==> config.mk <==
export PLATFORM = sky130hd
export DESIGN_NAME = block_average_delta_codec_top
export DESIGN_NICKNAME = d
export VERILOG_FILES = /design/src/hdl/badc_pkg.sv /design/src/hdl/block_average_delta_codec_top.sv /design/src/hdl/badc_pos.sv /design/src/hdl/badc_row_mem.sv /design/src/hdl/badc_dp.sv
export SDC_FILE = /design/constraint.sdc
export NUM_CORES = 1
export LEC_CHECK = 0
export BUFFER_PORTS_ARGS = -buffer_cell sky130_fd_sc_hd__buf_2
export CAP_MARGIN = 0
export CELL_PAD_IN_SITES_DETAIL_PLACEMENT = 1
export CELL_PAD_IN_SITES_GLOBAL_PLACEMENT = 1
export CORE_MARGIN = 2
export CORE_UTILIZATION = 55
export DETAILED_ROUTE_END_ITERATION = 8
export PLACE_DENSITY_LB_ADDON = 0.1
export SETUP_SLACK_MARGIN = 0.02
export SKIP_CTS_REPAIR_TIMING = 1
export SLEW_MARGIN = 30
export SYNTH_ARGS = -nofsm -noshare
export SYNTH_HDL_FRONTEND = slang
export SYNTH_SLANG_ARGS = --single-unit
==> constraint.sdc <==
create_clock -name clk -period 14.9 [get_ports clk]
set_input_delay 1.49 -clock clk [delete_from_list [all_inputs] [get_ports clk]]
set_output_delay 1.49 -clock clk [all_outputs]
set_load 0.01 [all_outputs]
==> src/hdl/badc_pkg.sv <==
// ----------------------------------------------------------------------------
// badc_pkg: shared types and constants of the block average delta codec
// Block size, item payload structs and the block position struct.
// ----------------------------------------------------------------------------
package badc_pkg;

	localparam int BLOCK_DIM = 8;
	localparam int IDX_W     = (BLOCK_DIM > 2) ? $clog2(BLOCK_DIM) : 1;
	localparam int DATA_W    = 32;

	localparam logic [IDX_W-1:0] IDX_LAST = IDX_W'(BLOCK_DIM - 1);

	localparam logic DIR_ENCODE = 1'b0;
	localparam logic DIR_DECODE = 1'b1;

	typedef logic [DATA_W-1:0] word_t;
	typedef logic [IDX_W-1:0]  idx_t;

	typedef struct packed {
		logic signed [DATA_W-1:0] sample;
		logic signed [DATA_W-1:0] first_value;
	} in_item_t;

	typedef struct packed {
		logic signed [DATA_W-1:0] value;
		logic signed [DATA_W-1:0] block_first;
		logic                     block_end;
	} out_item_t;

	typedef struct packed {
		idx_t row;
		idx_t col;
	} pos_t;

endpackage

==> src/hdl/block_average_delta_codec_top.sv <==
// ----------------------------------------------------------------------------
// block_average_delta_codec_top: block average delta codec
// Encodes a raster block of Q16.16 samples into residuals or decodes back.
// ----------------------------------------------------------------------------
// Throughput: one item per cycle unless the result side stalls; the single
// stage after the input register computes each item from the left value and
// the row store read at accept. Reset clears position, left value, direction
// and the valid flags; the row store is not cleared, since the first row of a
// block never reads it.
module block_average_delta_codec_top (
	input  logic                clk,
	input  logic                arst_n,
	input  logic                item_valid,
	output logic                item_ready,
	input  badc_pkg::in_item_t  item,
	output logic                result_valid,
	input  logic                result_ready,
	output badc_pkg::out_item_t result,
	input  logic                cfg_we,
	input  logic                cfg_wdata
);
	import badc_pkg::*;

	logic      direction_q;
	logic      valid_s1;
	in_item_t  item_s1;
	pos_t      pos_s1;
	word_t     left_q;
	out_item_t result_q;
	logic      result_valid_q;

	logic      adv_s1;
	logic      accept;
	pos_t      pos_in;
	word_t     upper;
	word_t     sample;
	out_item_t result_d;

	assign adv_s1     = valid_s1 && (!result_valid_q || result_ready);
	assign item_ready = !valid_s1 || adv_s1;
	assign accept     = item_valid && item_ready;

	always_ff @(posedge clk or negedge arst_n) begin
		if (!arst_n) begin
			direction_q <= DIR_ENCODE;
		end else if (cfg_we) begin
			direction_q <= cfg_wdata;
		end
	end

	badc_pos u_pos (
		.clk    (clk),
		.arst_n (arst_n),
		.advance(accept),
		.pos    (pos_in)
	);

	badc_row_mem u_row_mem (
		.clk    (clk),
		.wr_en  (adv_s1),
		.wr_addr(pos_s1.col),
		.wr_data(sample),
		.rd_en  (accept),
		.rd_addr(pos_in.col),
		.rd_data(upper)
	);

	always_ff @(posedge clk or negedge arst_n) begin
		if (!arst_n) begin
			valid_s1 <= 1'b0;
		end else if (item_ready) begin
			valid_s1 <= item_valid;
		end
	end

	always_ff @(posedge clk) begin
		if (accept) begin
			item_s1 <= item;
			pos_s1  <= pos_in;
		end
	end

	badc_dp u_dp (
		.direction(direction_q),
		.pos      (pos_s1),
		.item     (item_s1),
		.left     (left_q),
		.upper    (upper),
		.result   (result_d),
		.sample   (sample)
	);

	always_ff @(posedge clk or negedge arst_n) begin
		if (!arst_n) begin
			left_q <= '0;
		end else if (adv_s1) begin
			left_q <= sample;
		end
	end

	always_ff @(posedge clk or negedge arst_n) begin
		if (!arst_n) begin
			result_valid_q <= 1'b0;
		end else if (adv_s1) begin
			result_valid_q <= 1'b1;
		end else if (result_ready) begin
			result_valid_q <= 1'b0;
		end
	end

	always_ff @(posedge clk) begin
		if (adv_s1) begin
			result_q <= result_d;
		end
	end

	assign result_valid = result_valid_q;
	assign result       = result_q;

`ifndef ASSERT_OFF
	a_s1_hold: assert property (@(posedge clk) disable iff (!arst_n)
		valid_s1 && !adv_s1 |=> valid_s1 && $stable(pos_s1))
		else $error("stage item dropped while stalled");

	a_s1_to_result: assert property (@(posedge clk) disable iff (!arst_n)
		adv_s1 |=> result_valid)
		else $error("computed item did not reach the result register");

	a_end_not_base: assert property (@(posedge clk) disable iff (!arst_n)
		result_valid && result.block_end |-> result.block_first == '0)
		else $error("block base given on the last element");

	a_pos_step: assert property (@(posedge clk) disable iff (!arst_n)
		accept && pos_in.col != IDX_LAST |=> pos_in.col == $past(pos_in.col) + 1'b1)
		else $error("position counter skipped a column");
`endif

endmodule

==> src/hdl/badc_pos.sv <==
// ----------------------------------------------------------------------------
// badc_pos: raster position counter
// Tracks row and column of the next accepted item, wrapping at block end.
// ----------------------------------------------------------------------------
module badc_pos (
	input  logic          clk,
	input  logic          arst_n,
	input  logic          advance,
	output badc_pkg::pos_t pos
);
	import badc_pkg::*;

	pos_t pos_q;

	always_ff @(posedge clk or negedge arst_n) begin
		if (!arst_n) begin
			pos_q <= '0;
		end else if (advance) begin
			if (pos_q.col == IDX_LAST) begin
				pos_q.col <= '0;
				pos_q.row <= (pos_q.row == IDX_LAST) ? '0 : pos_q.row + 1'b1;
			end else begin
				pos_q.col <= pos_q.col + 1'b1;
			end
		end
	end

	assign pos = pos_q;

endmodule

==> src/hdl/badc_row_mem.sv <==
// ----------------------------------------------------------------------------
// badc_row_mem: previous-row sample store
// One write port, one registered read port; contents undefined until written.
// ----------------------------------------------------------------------------
module badc_row_mem (
	input  logic           clk,
	input  logic           wr_en,
	input  badc_pkg::idx_t wr_addr,
	input  badc_pkg::word_t wr_data,
	input  logic           rd_en,
	input  badc_pkg::idx_t rd_addr,
	output badc_pkg::word_t rd_data
);
	import badc_pkg::*;

	word_t mem [BLOCK_DIM];
	word_t rd_data_q;

	always_ff @(posedge clk) begin
		if (wr_en) begin
			mem[wr_addr] <= wr_data;
		end
	end

	// hold the read data while the stage waits
	always_ff @(posedge clk) begin
		if (rd_en) begin
			rd_data_q <= mem[rd_addr];
		end
	end

	assign rd_data = rd_data_q;

endmodule

==> src/hdl/badc_dp.sv <==
// ----------------------------------------------------------------------------
// badc_dp: prediction and residual datapath
// Picks the predictor for the position and forms residual or rebuilt sample.
// ----------------------------------------------------------------------------
module badc_dp (
	input  logic                direction,
	input  badc_pkg::pos_t      pos,
	input  badc_pkg::in_item_t  item,
	input  badc_pkg::word_t     left,
	input  badc_pkg::word_t     upper,
	output badc_pkg::out_item_t result,
	output badc_pkg::word_t     sample
);
	import badc_pkg::*;

	logic  at_zero;
	word_t sum;
	word_t pred;
	word_t x;
	word_t base;

	assign x    = word_t'(item.sample);
	assign base = word_t'(item.first_value);

	assign at_zero = (pos.row == '0) && (pos.col == '0);
	assign sum     = left + upper;

	always_comb begin
		if (at_zero) begin
			pred = '0;
		end else if (pos.row == '0) begin
			pred = left;
		end else if (pos.col == '0) begin
			pred = upper;
		end else begin
			// floored average: arithmetic shift of the wrapped sum
			pred = {sum[DATA_W-1], sum[DATA_W-1:1]};
		end
	end

	always_comb begin
		result.block_end = (pos.row == IDX_LAST) && (pos.col == IDX_LAST);
		case (direction)
			DIR_ENCODE: begin
				sample             = x;
				result.value       = at_zero ? '0 : x - pred;
				result.block_first = at_zero ? x : '0;
			end
			DIR_DECODE: begin
				sample             = at_zero ? base : x + pred;
				result.value       = sample;
				result.block_first = '0;
			end
			default: begin
				sample             = x;
				result.value       = '0;
				result.block_first = '0;
			end
		endcase
	end

endmodule

==> impl_metrics.yaml <==
clock_network:
  path_clk_slew_ns: 0.06
  htreeDepth: 2
  cts_tree: "yes"
  root_buffer: "clkbuf_16"
  cts_inserted_buffers: 48
  cts_buffer_depth: 3
  clk_latency_ns: 0.61
  clkSinkCount: 464
floorplanning:
  io_pins: 137
  core.rowCount: 74
  die_w_microns: 208
  initial_core_util: 0.560
  core_area_sq_um: 41000
  dieArea_sq_um: 43400
  die_h_microns: 208
detailed_routing:
  wl_per_cell_microns: 26.0
  first_pass_iters: 6
  drc: 0
  drtIter0Drc: 1208
  vias: 15300
  ant_nets: 0
  vias_per_cell: 6.28
  wirelength_microns: 63200
yosys:
  synth_nets: 1910
  synth-seq-area-share: 0.597
  synth_warnings: 0
  avgSynthCellArea_sq_um: 13.3
  synth-edff-count: 423
  ys_types: 80
  synth_area_leaders: "edfxtp_1, mux4_2, ha_1, dfrtp_1, nand2_1"
  syn_inst: 1732
  synthTopCellsByCount: "edfxtp_1, nand2_1, nor2_1"
  synth-seq-cells: 464
  synthArstFlopShare: 0.0884
  synth_flop_cell: "edfxtp_1"
  netlist_area_sq_um: 23000
  yosysTopAreaCell: "edfxtp_1"
  synth_top_cell_area_share: 0.553
  synth.most_common_cell: "edfxtp_1"
placement:
  port_buffers: 136
  place_ws_ns: 8.64
  placedCellCount: 2344
  dp_hpwl_microns: 42200
  place.gp.congestion: 0.908
timing:
  max_freq_mhz: 157
  slew_violations: 0
  hold_viol: 0
  slew_headroom: 0.433
  finalCriticalPeriod_ns: 6.37
  rsz0062_at_grt: "false"
  worst_slew_pin_slew_ns: 0.851
  setup_viol: 0
  fin_crit_sh: 0.428
  setup_ws_ns: 8.53
  skew_ns: 0.0186
  tns_ns: 0
global_route:
  grt_pass1_vias: 15800
  grtUsageTotal: 0.297
  antenna_found_initial: 1
  grt_max_degree: 85
  grt_pass1_wl_microns: 97100
  overflow: 0
status:
  status: "completed"
worst_setup_path:
  endpoint_kind: "flop"
  critPathKind: "flop to flop"
  cp.required_ns: 15.44
  worstPathMaxFanout: 9
  crit_path_start_kind: "flop"
  worstPathArrival_ns: 6.92
layout:
  layout.cells.non_filler: 2431
  layout.nets: 2040
  drive_gt1_frac: 0.203
  final_core_utilization: 0.630
  antenna_cells: 0
  syn_to_final_growth_pct: 12.4
min_path:
  hold_class: "flop to flop"
flow_run:
  maxCapViolCount: 0
worst paths after layout:
check                                         startpoint                       end  slack [ns]  cells past startpoint
worst max-delay path               left_q[1]$_DFFE_PN0P_    left_q[31]$_DFFE_PN0P_        8.53                     24
worst min-delay path            u_pos.pos[4]$_DFFE_PN0P_       pos_s1[4]$_DFFE_PP_        0.50                      0
worst max register to register     left_q[1]$_DFFE_PN0P_    left_q[31]$_DFFE_PN0P_        8.53                     24
worst min register to register  u_pos.pos[4]$_DFFE_PN0P_       pos_s1[4]$_DFFE_PP_        0.50                      0
max in group asynchronous                         arst_n  u_pos.pos[0]$_DFFE_PN0P_       13.34                      2
min in group asynchronous                         arst_n     left_q[4]$_DFFE_PN0P_        1.01                      2
cells in the final DEF, fill, tap and decap left out, types with 48 or more instances in the layout:
| master | count |
|---|---|
| edfxtp_1 | 423 |
| nand2_1 | 148 |
| buf_2 | 136 |
| nor2_1 | 108 |
| ha_1 | 105 |
| a21oi_1 | 90 |
| o21ai_0 | 85 |
| inv_1 | 70 |
| mux4_2 | 64 |
| xnor2_1 | 59 |
| clkbuf_16 | 48 |
registers in the layout (all words and copies together) (netlist names):
name,flops
item_s1,64
u_pos.pos,6
direction_q,1
left_q,32
pos_s1,6
result_valid,1
valid_s1,1
result,65
u_row_mem.mem,256
u_row_mem.rd_data,32
layout make-up:
cell class	instances	area, sq um
Clock buffer	61	1290
Clock inverter	26	245
Fill cell	3966	15200
Inverter	73	279
Multi-Input combinational cell	1115	8740
Sequential cell	464	13700
Tap cell	532	666
Timing Repair Buffer	160	872
routing by layer:
| metal | share of wire | vias up | GRT usage |
|---|---|---|---|
| met3 | 0.067 | 99 | 0.0423 |
| li1 | - | 6794 | - |
| met5 | 0 | - | 0 |
| met4 | 0.025 | 0 | 0.0908 |
| met1 | 0.45 | 7793 | 0.438 |
| met2 | 0.45 | 584 | 0.461 |
stage by stage:
step	cell area, sq um	hold slack (ns)
after floorplan	23000	0.445
after global placement	24300	0.462
after detailed placement	24300	0.475
after CTS	25800	0.488
after global routing	25800	0.505
final	25800	0.495
kinds of logic after synthesis:
| kind of cell | after synthesis | synth area share |
|---|---|---|
| adder cells (fa/ha/maj) | 108 | 0.0598 |
| AO/OA/AOI/OAI | 405 | 0.118 |
| XOR/XNOR | 79 | 0.0301 |
| flip-flops | 464 | 0.597 |
| buffers and inverters | 153 | 0.0255 |
| AND/OR/NAND/NOR | 405 | 0.0806 |
| multiplexers | 118 | 0.0890 |
worst max-delay path, stage by stage, from the launching register on:
cell,delay (ns)
dfrtp_1,0.38
inv_1,0.09
fa_1,0.44
nor2b_1,0.17
o21a_1,0.16
o21ai_0,0.14
a211oi_1,0.36
o21ai_0,0.25
o31ai_1,0.56
a41oi_1,0.23
o21ai_0,0.29
nor2_1,0.09
xnor2_1,0.13
a222oi_1,0.55
ha_1,0.44
or3_1,0.45
nor3_1,0.19
nor2_1,0.05
o21ai_0,0.14
a31oi_4,0.08
nor3_2,0.15
nor3_2,0.06
xor2_1,0.16
o221ai_2,0.47
mux2_4,0.27
Power is not shown: default switching activity piles up to over one toggle a cycle in this logic, so the estimate is an artifact.
